$ cat config.mk
export PLATFORM = sky130hd
export DESIGN_NAME = pfr_div
export DESIGN_NICKNAME = d
export VERILOG_FILES = /design/src/sv/pfr_pkg.sv /design/src/sv/pfr_div.sv
export SDC_FILE = /design/constraint.sdc
export NUM_CORES = 1
export LEC_CHECK = 0
export ABC_AREA = 1
export BUFFER_PORTS_ARGS = -buffer_cell sky130_fd_sc_hd__buf_2
export CAP_MARGIN = 20
export CORE_MARGIN = 2
export CORE_UTILIZATION = 45
export CTS_BUF_LIST = sky130_fd_sc_hd__clkbuf_8
export CTS_CLUSTER_DIAMETER = 40
export CTS_CLUSTER_SIZE = 30
export DETAILED_ROUTE_END_ITERATION = 7
export PLACE_DENSITY_LB_ADDON = 0.12
export SYNTH_ARGS = -nofsm -noshare
export SYNTH_HDL_FRONTEND = slang
export SYNTH_SLANG_ARGS = --single-unit
$ cat constraint.sdc
create_clock -name i_clk -period 2.5 [get_ports i_clk]
set_clock_uncertainty 0.15 [all_clocks]
set_input_delay 0.5 -clock i_clk [delete_from_list [all_inputs] [get_ports i_clk]]
set_output_delay 0.5 -clock i_clk [all_outputs]
set_load 0.02 [all_outputs]
$ cat src/sv/pfr_pkg.sv
`timescale 1ns / 1ps
// ----------------------------------------------------------------------------
// pfr_pkg
// Shared types, codes and defaults of the page frame replacement block.
// ----------------------------------------------------------------------------
package pfr_pkg;

    localparam int MAX_FRAMES_DEF = 64;
    localparam int NUM_PROCS_DEF  = 4;
    localparam int ADDR_BITS_DEF  = 16;

    localparam int DVD_W = 32;
    localparam int DVS_W = 13;
    localparam int CFG_W = 13;

    localparam logic [1:0] POL_FIFO = 2'd0;
    localparam logic [1:0] POL_LRU  = 2'd1;
    localparam logic [1:0] POL_RND  = 2'd2;

    localparam logic [1:0] REG_POLICY    = 2'd0;
    localparam logic [1:0] REG_PAGE_SIZE = 2'd1;
    localparam logic [1:0] REG_FRAMES    = 2'd2;

    localparam logic [1:0]  POLICY_RST    = POL_FIFO;
    localparam logic [12:0] PAGE_SIZE_RST = 13'd10;
    localparam logic [6:0]  FRAMES_RST    = 7'd64;

    typedef struct packed {
        logic [1:0]  process_id;
        logic [15:0] word_address;
        logic [30:0] random_value;
    } t_in_beat;

    typedef struct packed {
        logic        fault;
        logic [5:0]  frame_index;
        logic        evicted;
        logic [1:0]  victim_process;
        logic [15:0] victim_page;
        logic [31:0] victim_residency;
        logic [31:0] fault_count;
    } t_out_beat;

    typedef enum logic [4:0] {
        S_IDLE,
        S_DIV_PAGE,
        S_SCAN_RD,
        S_SCAN_CHK,
        S_FAULT,
        S_DIV_RND,
        S_VSCAN_RD,
        S_VSCAN_CHK,
        S_VRD,
        S_VCAP,
        S_FIND_RD,
        S_FIND_CHK,
        S_SHIFT_RD,
        S_SHIFT_WR,
        S_PUSH,
        S_WRITE,
        S_DONE
    } t_state;

endpackage

$ cat src/sv/pfr_div.sv
`timescale 1ns / 1ps
// ----------------------------------------------------------------------------
// pfr_div
// Iterative restoring divider, one quotient bit per cycle.
// ----------------------------------------------------------------------------
module pfr_div (
    input  logic                      i_clk,
    input  logic                      i_rst_n,
    input  logic                      i_start,
    input  logic [pfr_pkg::DVD_W-1:0] i_dividend,
    input  logic [pfr_pkg::DVS_W-1:0] i_divisor,
    output logic                      o_done,
    output logic [pfr_pkg::DVD_W-1:0] o_quot,
    output logic [pfr_pkg::DVS_W-1:0] o_rem
);

    localparam int CNT_W = $clog2(pfr_pkg::DVD_W + 1);

    logic                      r_busy, n_busy;
    logic [CNT_W-1:0]          r_cnt, n_cnt;
    logic [pfr_pkg::DVD_W-1:0] r_q, n_q;
    logic [pfr_pkg::DVS_W-1:0] r_rem, n_rem;
    logic [pfr_pkg::DVS_W-1:0] r_dvs, n_dvs;
    logic                      r_done, n_done;
    logic [pfr_pkg::DVS_W:0]   trial;

    always_comb begin
        n_busy = r_busy;
        n_cnt  = r_cnt;
        n_q    = r_q;
        n_rem  = r_rem;
        n_dvs  = r_dvs;
        n_done = 1'b0;
        trial  = {r_rem, r_q[pfr_pkg::DVD_W-1]};
        if (i_start) begin
            n_busy = 1'b1;
            n_cnt  = '0;
            n_q    = i_dividend;
            n_rem  = '0;
            n_dvs  = i_divisor;
        end else if (r_busy) begin
            if (trial >= {1'b0, r_dvs}) begin
                n_rem = pfr_pkg::DVS_W'(trial - {1'b0, r_dvs});
                n_q   = {r_q[pfr_pkg::DVD_W-2:0], 1'b1};
            end else begin
                n_rem = trial[pfr_pkg::DVS_W-1:0];
                n_q   = {r_q[pfr_pkg::DVD_W-2:0], 1'b0};
            end
            n_cnt = r_cnt + 1'b1;
            if (32'(r_cnt) == pfr_pkg::DVD_W - 1) begin
                n_busy = 1'b0;
                n_done = 1'b1;
            end
        end
    end

    always_ff @(posedge i_clk) begin
        if (!i_rst_n) begin
            r_busy <= 1'b0;
            r_done <= 1'b0;
            r_cnt  <= '0;
        end else begin
            r_busy <= n_busy;
            r_done <= n_done;
            r_cnt  <= n_cnt;
        end
        r_q   <= n_q;
        r_rem <= n_rem;
        r_dvs <= n_dvs;
    end

    assign o_done = r_done;
    assign o_quot = r_q;
    assign o_rem  = r_rem;

endmodule

==> parameters.txt <==
Parameter                              Value

Routing
  Routed wirelength normalized by instance count    12.8 um
  Total detailed-routing wirelength    8530 um
  DRT Pass-1 Iters    4
  Number of routed nets with antenna violations    0
  Post-detailed-route via-to-cell ratio    4.87
  Routed vias    3240
  Post-route DRC    0
  DR iter-0 viols    96

Power and ir drop
  Switching power as a share of total power    28.0%
  P_sw    0.722 mW
  Worst supply voltage drop on vdd    0.000332 V
  Internal Dissipation    1.85 mW
  Clk pwr share    33.8%
  Cell area power density    577 nW/um^2
  Total power consumption of the routed design    2.58 mW
  Logic pwr share    15.9%
  Sequential fraction of design power    50.3%
  Static leakage    2.35 nW

Worst setup path
  Startpoint-to-endpoint class of the critical path    register to register
  Crit path max-delay family    simple AND/OR/NAND/NOR gates
  Critical path's slowest cell    edfxtp_1
  Max stage delay on crit path    0.40 ns
  Most numerous cell on the critical path    nand2_1
  Slack of the worst reg-to-reg path    0.23 ns
  Worst-path maximum fanout    12
  Data required time of the critical path    2.58 ns
  Category of the worst setup path capture point    register
  Cells along the critical path    inv_1 > ha_1 > inv_1 > fa_2 > nand2_1 > nand2_1 > nand3_1 > nand2_1 > nand2_4 > buf_4 > nand4_1 > nand3_1 > o21ai_0
  CP startpoint kind    register
  Buf/Inv on CP    3
  Arrival time of data at the critical path endpoint    2.36 ns

Die
  Site row count    32
  Die X-Extent    94.1 um
  Full die area    8860 um^2
  Starting utilization of the core area    46.8%
  Boundary pin count    94
  Core Footprint    7810 um^2
  Vert. Die Dim    94.1 um

GRT
  Initial antenna violation count    0
  Vias in the first global route    3140
  Total global routing track utilization    20.8%
  Wire length of the first global-routing pass    14400 um
  Maximum number of pins on one net before global-route repair    30
  Final global-route overflow total    0

Layout
  Nets    621
  Count of placed standard cells in the final layout, fillers left out    665
  Most common cell after layout, fill and taps aside    nand2_1
  Area Overhead vs Synth    22.2%
  Number of fill cells    777
  Antenna diode count    0
  Layout Cell Area excl Fill    4470 um^2
  Fraction of layout cells with a size suffix above 1    24.7%
  Fraction of the core area covered by cells at the end of the flow    57.2%
  Most frequent cells in the layout    nand2_1 (189), buf_2 (93), inv_1 (71), edfxtp_1 (45), nand3_1 (26)

Yosys
  Syn Area/Cell    8.00 um^2
  Number of synthesized flops with an enable pin    45
  Register area share after synthesis    48.5%
  Yosys top cell by area    edfxtp_1
  Total standard cell area after synthesis    3660 um^2
  Synthesis-stage register bit count    66
  Post-synthesis async set-or-reset flop share    0%
  Yosys warning count    0
  Distinct cells, synth    30
  Top cells by area in the synthesized netlist    edfxtp_1 (37%), nand2_1 (19%), dfxtp_1 (11%)
  Cells after synthesis    457
  Fraction of post-synthesis cell area in the top cell type by area    37.0%
  Post-synth net total    520
  Most frequently used flop master after synthesis    edfxtp_1

Place
  Final HPWL from detailed placement    6270 um
  RD Place Congestion    0.952
  Number of instances in the placed design    648
  Instance area at placement    4270 um^2
  Number of buffer cells added on primary ports    93
  Pre-CTS setup slack    0.154 ns

STA
  Post-route setup TNS    0 ns
  Setup repair after global routing missed its margin    false
  Worst max-slew margin expressed relative to the limit    73.1%
  Post-route minimum period    2.27 ns
  Endpoints failing setup    0
  Slew of the pin with the lowest slew margin    0.402 ns
  Final hold slack    0.179 ns
  Part of the cycle the worst path needs    90.9%
  Crit path setup slack, layout    0.227 ns
  Highest attainable clock frequency    0.440 GHz
  Hold Fails Final Rpt    0
  Max-slew violations    0

Flow run
  Max capacitance violation total    0

Clock network
  H-tree lvl count    3
  Setup bufs post-CTS    0
  CTS max path bufs    2
  Clock-pin slew of the registers on the worst-case setup and hold paths    0.07 ns
  Count of cells resized by post-cts repair    0
  Clock sink count    66
  Cell at the root of the clock tree    clkbuf_8
  CTS Hold Buffers Added    0
  Number of CTS-inserted buffers    9
  CTS tree    yes
  Clock network latency to the later pin of the worst-skew pair    0.34 ns

Outcome
  Result of the run    complete, no violations

Hold path
  Path class of the lowest-slack min-delay path    input pin to register
-- worst reg2reg max path, stage by stage, from the launching register on --
cell	delay, ns
edfxtp_1	0.40
inv_1	0.09
ha_1	0.14
inv_1	0.08
fa_2	0.39
nand2_1	0.08
nand2_1	0.05
nand3_1	0.07
nand2_1	0.12
nand2_4	0.11
buf_4	0.21
nand4_1	0.11
nand3_1	0.09
o21ai_0	0.07
-- cells by family after synthesis --
logic type	Yosys count	share of synthesized area, %
simple gates	269	32.7
buf+inv	83	9.00
flops	66	48.5
compound gates	18	3.08
fa+ha+maj	15	5.34
xor+xnor	6	1.44
-- area by class of cell --
class | count | area [um^2] | share of cell area [%]
Inverter | 69 | 259 | 5.80
Timing Repair Buffer | 103 | 553 | 12.4
Clock buffer | 9 | 124 | 2.77
Multi-Input combinational cell | 309 | 1570 | 35.1
Clock inverter | 7 | 63.8 | 1.43
Tap cell | 102 | 128 | 2.86
Sequential cell | 66 | 1770 | 39.7
-- worst paths after layout --
path            startpoint         to  cells past startpoint
max reg2reg     o_quot[31]   o_rem[3]                     13
min          i_divisor[10]  r_dvs[10]                      1
min reg2reg       r_cnt[2]   r_cnt[2]                      1
max             o_quot[31]   o_rem[3]                     13
-- state kept, by name, indices dropped and copies added, names as in the netlist --
name    cells
o_done      1
r_busy      1
o_rem      13
r_dvs      13
o_quot     32
r_cnt       6
-- synth_stat cells (2+ instances only) --
cell        n
nand3_1    26
a21o_1      2
nand4_1    16
nor2_2      4
nor3_1      2
ha_1       14
buf_2       5
nand2_1   189
xor2_1      2
nor2_1     18
edfxtp_1   45
dfxtp_1    21
nand2_2     2
xnor2_1     4
a21oi_1     6
o21ai_0     6
inv_1      69
nand3_2     7
clkbuf_1    8
-- power by group through the flow --
stage	registers, mW	logic, mW	clock network (mW)
after floorplan	1.39	0.192	0
after CTS	1.30	0.413	0.906
after global routing	1.31	0.461	0.954
after detailed placement	1.32	0.413	0
after global placement	1.32	0.408	0
final	1.30	0.409	0.872
-- per-layer routing --
layer  global-route usage (%)  part of all wire (%)  up-vias
met5                        0                     0        -
met4                     7.37                   1.6        0
met3                     6.98                   7.2       11
met2                     33.1                    45       98
met1                     26.5                    46     1478
li1                         -                     -     1653
(Power assumes the default switching activity.)
