File: src/sv/pfr_ram.sv
`timescale 1ns / 1ps
// ----------------------------------------------------------------------------
// pfr_ram
// Single write port, single read port RAM with registered read data.
// ----------------------------------------------------------------------------
module pfr_ram #(
    parameter int W  = 8,
    parameter int D  = 64,
    parameter int AW = 6
) (
    input  logic          i_clk,
    input  logic          i_we,
    input  logic [AW-1:0] i_waddr,
    input  logic [W-1:0]  i_wdata,
    input  logic [AW-1:0] i_raddr,
    output logic [W-1:0]  o_rdata
);

    logic [W-1:0] mem [D];
    logic [W-1:0] r_rdata;

    always_ff @(posedge i_clk) begin
        if (i_we) begin
            mem[i_waddr] <= i_wdata;
        end
        r_rdata <= mem[i_raddr];
    end

    assign o_rdata = r_rdata;

endmodule
File: config.mk
export PLATFORM = sky130hd
export DESIGN_NAME = pfr_ram
export DESIGN_NICKNAME = d
export VERILOG_FILES = /design/src/sv/pfr_ram.sv
export SDC_FILE = /design/constraint.sdc
export NUM_CORES = 1
export LEC_CHECK = 0
export ABC_AREA = 1
export BUFFER_PORTS_ARGS = -buffer_cell sky130_fd_sc_hd__buf_2
export CAP_MARGIN = 20
export CORE_UTILIZATION = 25
export CTS_CLUSTER_SIZE = 12
export DETAILED_ROUTE_END_ITERATION = 16
export GPL_TIMING_DRIVEN = 1
export PLACE_DENSITY_LB_ADDON = 0.25
export SYNTH_ARGS = -nofsm -noshare
export SYNTH_HDL_FRONTEND = slang
export SYNTH_SLANG_ARGS = --single-unit
File: constraint.sdc
create_clock -name i_clk -period 2.6 [get_ports i_clk]
set_clock_uncertainty 0.05 [all_clocks]
set_input_delay 0.52 -clock i_clk [delete_from_list [all_inputs] [get_ports i_clk]]
set_output_delay 0.52 -clock i_clk [all_outputs]
set_load 0.01 [all_outputs]
==> run_results.csv, run 1 <==
group,metric,value,unit
status,status,"finished, final reports clean",
timing,hold_viol_final,0,
grt,grt_max_degree,98,
drt,drt_iter0_drc,1071,
drt,avgRoutedWirePerCell,19.3,um
setup_path,critPathKind,"in -> reg",
power_and_ir_drop,power_frac_clock,41.9,%
cells_and_area,nets,1913,
cells_and_area,layout-drive-gt1-share,11.1,%
power_and_ir_drop,combPwrFrac,6.5,%
drt,ant_nets,0,
drt,firstDrtPassIters,7,
logic_synthesis,synth-seq-area-share,72.8,%
timing,setup_tns,0,ns
cts,cts_made_buffers,55,
cts,cts_resized,0,
grt,gr-total-overflow,0,
power_and_ir_drop,vdd_drop_max,0.000533,V
grt,antenna_found_initial,9,
grt,grt_first_pass_wirelength,89.3,mm
power_and_ir_drop,pwr-share-seq,51.6,%
logic_synthesis,synth-async-reset-ratio,0,%
logic_synthesis,ys_ff_latch,520,
place,place_ws,0.198,ns
power_and_ir_drop,p_sw_share,22.7,%
cells_and_area,fin_cells,3074,
setup_path,required,3.10,ns
logic_synthesis,synth_edf_count,512,
timing,slew-limit-headroom,56.1,%
drt,vias_per_cell,4.43,
power_and_ir_drop,intPower,13.9,mW
cts,ctsLongestPathBuffers,3,
cts,clk_latency,0.61,ns
timing,fmax,543,MHz
power_and_ir_drop,pwr_density_cell,722,mW/mm2
cells_and_area,register_area,0.0155,mm2
cts,ctsHoldBuffers,0,
place,gp_congestion,0.811,
cells_and_area,syn_to_final_growth,17.0,%
die,rows,106,
grt,grtUsageTotal,13.8,%
logic_synthesis,syn_inst,1805,
die,io_pins,30,
timing,fin_crit,1.84,ns
logic_synthesis,syn-mean-instance-area,11.8,um2
die,die_area,0.0865,mm2
logic_synthesis,synth-main-ff-cell,"edfxtp_1",
die,initial_core_util,25.4,%
drt,wl,59.3,mm
power_and_ir_drop,p_leak,8.88,nW
logic_synthesis,ys_top_cells_by_count,"648 x nand2_1, 512 x edfxtp_1, 439 x nand3_1, 56 x nor2_1, 37 x buf_2",
die,core-area,0.0841,mm2
logic_synthesis,ys_warn_count,0,
logic_synthesis,synth.most_common_cell,"nand2_1",
place,dpl_cell_area,0.0232,mm2
cells_and_area,fillers,8672,
drt,vias,13612,
cts,h-tree-depth,2,
cts,clkSlewWorstSetupHoldPaths,0.06,ns
setup_path,critPathMaxFanout,97,
timing,finalSetupViolCount,0,
logic_synthesis,netlist.area_leader.share,72.0,%
cts,cts_tree,"done",
power_and_ir_drop,p_total,18.0,mW
cells_and_area,design_area,0.0250,mm2
power_and_ir_drop,p_switching,4.08,mW
cts,cts_root_buf,"clkbuf_16",
timing,tightest_slew,0.658,ns
setup_path,cp.arrival,2.34,ns
logic_synthesis,syn-cell-area,0.0213,mm2
logic_synthesis,ys_types,16,
cells_and_area,postLayoutCoreUtil,29.7,%
place,post-dp-hpwl,34.6,mm
drt,drc,0,
place,dp_cells,2968,
cells_and_area,multiInputGateArea,0.00495,mm2
cts,cts_setup_buffers,0,
logic_synthesis,synth_area_leaders,"edfxtp_1 72%, nand2_1 11%, nand3_1 10%",
worst_hold_path,min_path_type,"in -> reg",
timing,hold_ws,0.285,ns
die,fp.dieH,294,um
logic_synthesis,syn_nets,1827,
timing,drv_slew,0,
cts,cts_sinks,520,
logic_synthesis,yosysTopAreaCell,"edfxtp_1",
grt,grt_pass1_vias,13599,
setup_path,endpoint_kind,"flip-flop",
timing,rsz0062_at_grt,"no",
timing,fin_crit_sh,70.9,%
timing,timing.final.ws_setup,0.758,ns
flow_run,drv_cap,0,
die,die_w,294,um
place,port_buffers,29,
setup_path,cp-start-kind,"input pin",
registers in the layout, indices dropped and copies added (netlist names):
name / flops
o_rdata: 8
mem: 512
worst paths after layout:
kind,endpoint,startpoint,slack [ns],cells after the start
hold reg to reg,o_rdata[1],mem[44][1],0.78,8
hold / removal,o_rdata[5],i_raddr[5],0.29,3
setup reg to reg,o_rdata[4],mem[11][4],1.09,8
setup / recovery,o_rdata[0],i_raddr[0],0.76,10
power groups by stage:
stage	Sequential, mW	Combinational (mW)	Clock (mW)
2_1_floorplan	9.48	0.652	0
3_3_place_gp	9.48	1.18	0
3_5_place_dp	9.48	1.19	0
4_1_cts	9.31	1.19	7.75
5_1_grt	9.31	1.29	8.04
6_report	9.31	1.17	7.55
final cells by class:
class | instances | share of cell area [%]
diodes | 6 | 0.0602
inverters | 12 | 0.211
well taps | 1134 | 5.68
flip-flops and latches | 520 | 62.2
clock buffers | 76 | 5.92
repair buffers | 142 | 5.18
multi-input cells | 1160 | 19.8
clock inverters | 24 | 0.892
cells in the final DEF (no fill, tap or decap):
master,instances
nand2_1,648
buf_4,91
bufinv_16,4
clkbuf_16,56
edfxtp_1,512
inv_2,1
clkinv_8,1
clkbuf_8,1
nand3_1,439
buf_12,23
nor4_1,8
nand4_1,9
inv_4,1
diode_2,6
dfxtp_1,8
buf_2,27
clkinv_2,8
nor2_1,56
clkbuf_1,20
clkinv_1,10
inv_1,9
inv_6,2
critical path, cell delays in order:
cell      delay, ns
clkbuf_8       0.24
buf_12         0.41
nand2_1        0.10
nand3_1        0.11
nand3_1        0.11
nand2_1        0.14
nand2_1        0.06
nand3_1        0.24
nand3_1        0.20
nand2_1        0.12
cells by family after synthesis:
logic type,Yosys count,share of synthesized area [%]
AND/OR/NAND/NOR,1160,23.2
buffers and inverters,125,4.02
flip-flops,520,72.8
layer usage:
layer  part of all wire (%)  GRT usage, %  vias to the layer above
met4                    2.4          3.79                        2
met1                     47          19.9                     6708
met3                    5.9          2.18                       81
met2                     45          21.4                      297
met5                  0.022             0                        -
li1                       -             -                     6524
Power figures use the tool's default switching activity.
==> run 2: changes to the inputs <==
- clock period: 2.6 -> 1.55 ns (I/O delays scaled with it)
==> run 2 against run 1 <==
Effect of this change: final cell count increased by 1.4%; combinational power increased by 93%; routed wire length increased by 2.6%; total power increased by 70%; global-route usage increased by 0.21 points; die area unchanged; first-iteration DRC count decreased by 0.56%; clock power increased by 70%; largest power group unchanged.
==> run_results.csv, run 2 (same netlist as run 1, synthesis figures left out) <==
group,metric,value,unit
status,status,"finished, final reports clean",
die,die_w,294,um
cells_and_area,multiInputGateArea,0.00524,mm2
cells_and_area,final_common_cell,"nand2_1",
place,gp_congestion,0.826,
cells_and_area,fin_cells,3118,
cts,cts_made_buffers,55,
drt,vias,13919,
cts,cts_tree,"done",
setup_path,critPathKind,"reg -> out",
grt,grt_pass1_vias,13962,
grt,grtUsageTotal,14.0,%
power_and_ir_drop,p_switching,6.87,mW
drt,vias_per_cell,4.46,
setup_path,critPathSlowestCell,"dfxtp_2",
power_and_ir_drop,p_leak,9.24,nW
timing,hold_viol_final,0,
cells_and_area,largest_reg_flops,512,
die,die_area,0.0865,mm2
grt,antenna_found_initial,3,
drt,avgRoutedWirePerCell,19.5,um
drt,drc,0,
place,post-dp-hpwl,37.6,mm
cells_and_area,nets,1959,
power_and_ir_drop,vdd_drop_max,0.000652,V
timing,drv_slew,0,
timing,tightest_slew,0.720,ns
flow_run,drv_cap,0,
setup_path,cp_cell_sequence,"buf_4",
cts,clkSlewWorstSetupHoldPaths,0.06,ns
timing,fmax,663,MHz
cells_and_area,regMostFlops,"mem",
drt,firstDrtPassIters,5,
place,place_ws,-0.525,ns
die,fp.dieH,294,um
setup_path,critPathMaxFanout,1,
timing,fin_crit_sh,97.3,%
setup_path,endpoint_kind,"output port",
timing,finalSetupViolCount,0,
timing,timing.final.ws_setup,0.0418,ns
setup_path,path_delay_family,"flip-flops",
setup_path,cp.arrival,1.15,ns
drt,ant_nets,0,
cts,cts_sinks,520,
die,rows,106,
setup_path,required,1.19,ns
die,initial_core_util,25.4,%
grt,grt_max_degree,65,
power_and_ir_drop,pwr-share-seq,51.0,%
setup_path,max_stage_delay,0.39,ns
cts,clk_latency,0.60,ns
timing,setup_tns,0,ns
worst_hold_path,min_path_type,"in -> reg",
timing,slew-limit-headroom,51.8,%
cts,ctsLongestPathBuffers,3,
cells_and_area,register_area,0.0155,mm2
cells_and_area,mostFrequentLayoutCells,"648 x nand2_1, 512 x edfxtp_1, 437 x nand3_1",
die,io_pins,30,
drt,drt_iter0_drc,1065,
grt,gr-total-overflow,0,
cells_and_area,layout-drive-gt1-share,16.4,%
power_and_ir_drop,combPwrFrac,7.4,%
cts,ctsHoldBuffers,0,
grt,grt_first_pass_wirelength,90.1,mm
place,dp_cells,3012,
power_and_ir_drop,p_sw_share,22.4,%
timing,fin_crit,1.51,ns
die,core-area,0.0841,mm2
place,port_buffers,29,
drt,wl,60.8,mm
cts,h-tree-depth,2,
power_and_ir_drop,intPower,23.8,mW
power_and_ir_drop,pwr_density_cell,1170,mW/mm2
cells_and_area,fillers,8551,
power_and_ir_drop,power_frac_clock,41.6,%
cells_and_area,syn_to_final_growth,22.2,%
setup_path,path_buf_inv,1,
setup_path,cp-start-kind,"flip-flop",
cts,cts_root_buf,"clkbuf_16",
-- run 2: area by class of cell --
| class | count | share of cell area (%) |
|---|---|---|
| multi-input cells | 1160 | 20.1 |
| diodes | 2 | 0.0192 |
| flip-flops and latches | 520 | 59.6 |
| clock inverters | 16 | 0.465 |
| repair buffers | 188 | 7.87 |
| inverters | 12 | 0.283 |
| clock buffers | 86 | 6.23 |
| well taps | 1134 | 5.44 |
-- run 2: layer usage --
| metal | vias to the layer above | track usage [%] | wire length (um) | share of wire, % |
|---|---|---|---|---|
| met3 | 76 | 3.23 | 3600 | 5.9 |
| li1 | 6629 | - | - | - |
| met4 | 4 | 3.19 | 1250 | 2.1 |
| met1 | 6873 | 18.8 | 27500 | 45 |
| met2 | 337 | 22.9 | 28400 | 47 |
| met5 | - | 0 | 27 | 0.044 |
-- run 2: worst paths after layout --
check | cells after the start | end | slack (ns) | startpoint
worst max-delay path | 1 | o_rdata[3] | 0.04 | o_rdata[3]
worst min-delay path | 2 | mem[17][7] | 0.08 | i_wdata[7]
worst max register to register | 8 | o_rdata[1] | 0.07 | mem[57][1]
worst min register to register | 8 | o_rdata[7] | 0.77 | mem[34][7]
-- run 2: power by group through the flow --
stage	combinational (mW)	sequential [mW]	clock [mW]
floorplan	1.16	15.9	0
global placement	2.25	15.9	0
detailed placement	2.26	15.9	0
CTS	2.26	15.6	13.1
global route	2.47	15.6	13.5
finish	2.26	15.6	12.8
-- run 2: timing repair --
item / CTS / global route
gates resized for setup: 3 / 5
setup buffers: 0 / 0
pin swaps: 0 / 0
endpoints found under the hold margin: 0 / 0
endpoints found under the setup margin: 2 / 3
gates cloned: 0 / 2
-- run 2: through the flow --
step	power, mW	utilization, %	hold WS, ns	instance area [um2]
2_1_floorplan	17.1	-	0.359	21700
3_3_place_gp	18.2	28.8	0.694	24200
3_5_place_dp	18.2	28.8	0.702	24200
4_1_cts	30.9	30.9	0.0652	26000
5_1_grt	31.6	31.0	0.0839	26100
6_report	30.6	31.0	0.0824	26100
==> run 3: changes to the inputs <==
- RECOVER_POWER: not set -> 100
==> run 3 against run 2 <==
Effect of this change: combinational power down 4%; largest power group unchanged; core utilization down 0.72 points; first-iteration DRC count up 2.0%; maximum frequency about the same; critical endpoint unchanged; sequential cell count unchanged; global-route usage unchanged.
==> run_results.csv, run 3 (same netlist as run 1, synthesis figures left out) <==
group,metric,value,unit
cts,cts_setup_buffers,0,
grt,grt_pass1_vias,13962,
timing,fmax,663,MHz
cells_and_area,mostFrequentLayoutCells,"648 x nand2_1, 512 x edfxtp_1, 437 x nand3_1",
cells_and_area,fin_cells,3118,
drt,drc,0,
die,initial_core_util,25.4,%
cts,ctsLongestPathBuffers,3,
timing,drv_slew,0,
setup_path,reg2reg_depth,8,
power_and_ir_drop,p_total,30.5,mW
grt,grt_first_pass_wirelength,90.1,mm
timing,finalSetupViolCount,0,
grt,grtUsageTotal,14.0,%
setup_path,rr_endpoint,"o_rdata[6]",
cts,cts_root_buf,"clkbuf_16",
cts,clkSlewWorstSetupHoldPaths,0.06,ns
cells_and_area,fillers,8639,
power_and_ir_drop,p_switching,6.83,mW
timing,fin_crit,1.51,ns
grt,grtUsageMet1,18.8,%
power_and_ir_drop,pwr-share-seq,51.2,%
setup_path,critPathSlowestCell,"dfxtp_2",
power_and_ir_drop,intPower,23.7,mW
timing,fin_crit_sh,97.2,%
power_and_ir_drop,p_leak,9.03,nW
timing,slew-limit-headroom,6.17,%
die,die_w,294,um
grt,busiest_layer,"met2",
place,dpl_cell_area,0.0242,mm2
drt,vias,13889,
worst_hold_path,hold_path_end,"o_rdata[7]",
cells_and_area,regMostFlops,"mem",
setup_path,required,1.19,ns
worst_hold_path,worstHoldStart,"i_raddr[5]",
grt,gr-total-overflow,0,
cts,cts_made_buffers,55,
power_and_ir_drop,combPwrFrac,7.1,%
status,status,"finished, final reports clean",
worst_hold_path,min_path_type,"in -> reg",
cts,h-tree-depth,2,
place,port_buffers,29,
cts,clk_latency,0.60,ns
timing,hold_ws,0.109,ns
flow_run,drv_cap,0,
setup_path,cp-start-kind,"flip-flop",
grt,grt_max_degree,65,
setup_path,critPathMaxFanout,1,
cts,ctsHoldBuffers,0,
setup_path,path_delay_family,"flip-flops",
setup_path,path_buf_inv,1,
power_and_ir_drop,pwr_density_cell,1200,mW/mm2
cells_and_area,syn_to_final_growth,19.4,%
die,io_pins,30,
cells_and_area,nets,1959,
place,post-dp-hpwl,37.6,mm
cells_and_area,final_common_cell,"nand2_1",
cts,cts_sinks,520,
setup_path,cp_cell_sequence,"buf_4",
drt,wl,61.0,mm
drt,avgRoutedWirePerCell,19.6,um
die,core-area,0.0841,mm2
setup_path,endpoint_kind,"output port",
timing,timing.final.ws_setup,0.0428,ns
drt,vias_per_cell,4.45,
cells_and_area,layout-drive-gt1-share,13.6,%
drt,ant_nets,0,
power_and_ir_drop,power_frac_clock,41.8,%
timing,setup_tns,0,ns
setup_path,critPathKind,"reg -> out",
setup_path,max_stage_delay,0.39,ns
cts,cts_tree,"done",
place,dp_cells,3012,
cells_and_area,postLayoutCoreUtil,30.3,%
drt,drt_iter0_drc,1086,
timing,tightest_slew,1.41,ns
grt,grt_use_met3,3.23,%
power_and_ir_drop,p_sw_share,22.4,%
die,rows,106,
timing,hold_viol_final,0,
cells_and_area,largest_reg_flops,512,
cells_and_area,design_area,0.0255,mm2
place,gp_congestion,0.826,
setup_path,r2r-start,"mem[57][6]",
die,fp.dieH,294,um
place,place_ws,-0.525,ns
setup_path,cp.arrival,1.15,ns
drt,firstDrtPassIters,5,
setup_path,reg2reg_slack,0.08,ns
grt,gr-usage-met2,22.9,%
worst_hold_path,worstHoldPathCells,3,
grt,antenna_found_initial,3,
die,die_area,0.0865,mm2
power_and_ir_drop,vdd_drop_max,0.000656,V
## run 3: per-layer routing
layer	part of all wire (%)	wire, um
met5	0.044	27
met4	1.9	1140
met1	45	27700
met2	47	28600
met3	5.7	3450
## run 3: cell type report
type                            count  area [um2]  area share (%)
Sequential cell                   520       15500            61.0
Multi-Input combinational cell   1160        5060            19.9
Timing Repair Buffer              188        1640            6.43
Clock buffer                       86        1630            6.38
Tap cell                         1134        1420            5.57
Clock inverter                     16         121           0.477
Inverter                           12        63.8           0.251
Antenna cell                        2        5.00          0.0197
## run 3: power by group through the flow
| stage | logic, mW | registers (mW) | clock network [mW] |
|---|---|---|---|
| 2_1_floorplan | 1.16 | 15.9 | 0 |
| 4_1_cts | 2.26 | 15.6 | 13.1 |
| 6_report | 2.16 | 15.6 | 12.8 |
| 3_3_place_gp | 2.25 | 15.9 | 0 |
| 5_1_grt | 2.37 | 15.6 | 13.5 |
| 3_5_place_dp | 2.26 | 15.9 | 0 |
## run 3: worst max path at each step
stage	start	to	slack, ns	cells after the start
2_1_floorplan	i_we	mem[48][0]	-0.36	3
3_3_place_gp	i_raddr[0]	o_rdata[2]	-0.52	12
3_5_place_dp	i_raddr[0]	o_rdata[2]	-0.53	12
4_1_cts	o_rdata[3]	o_rdata[3]	0.001	1
5_1_grt	i_raddr[0]	o_rdata[7]	-0.00004	12
6_report	o_rdata[3]	o_rdata[3]	0.04	1
## run 3: repair_timing
item,in CTS,in global routing
setup endpoints to repair,2,3
resized for setup,3,5
cloned,0,2
pin swaps,0,0
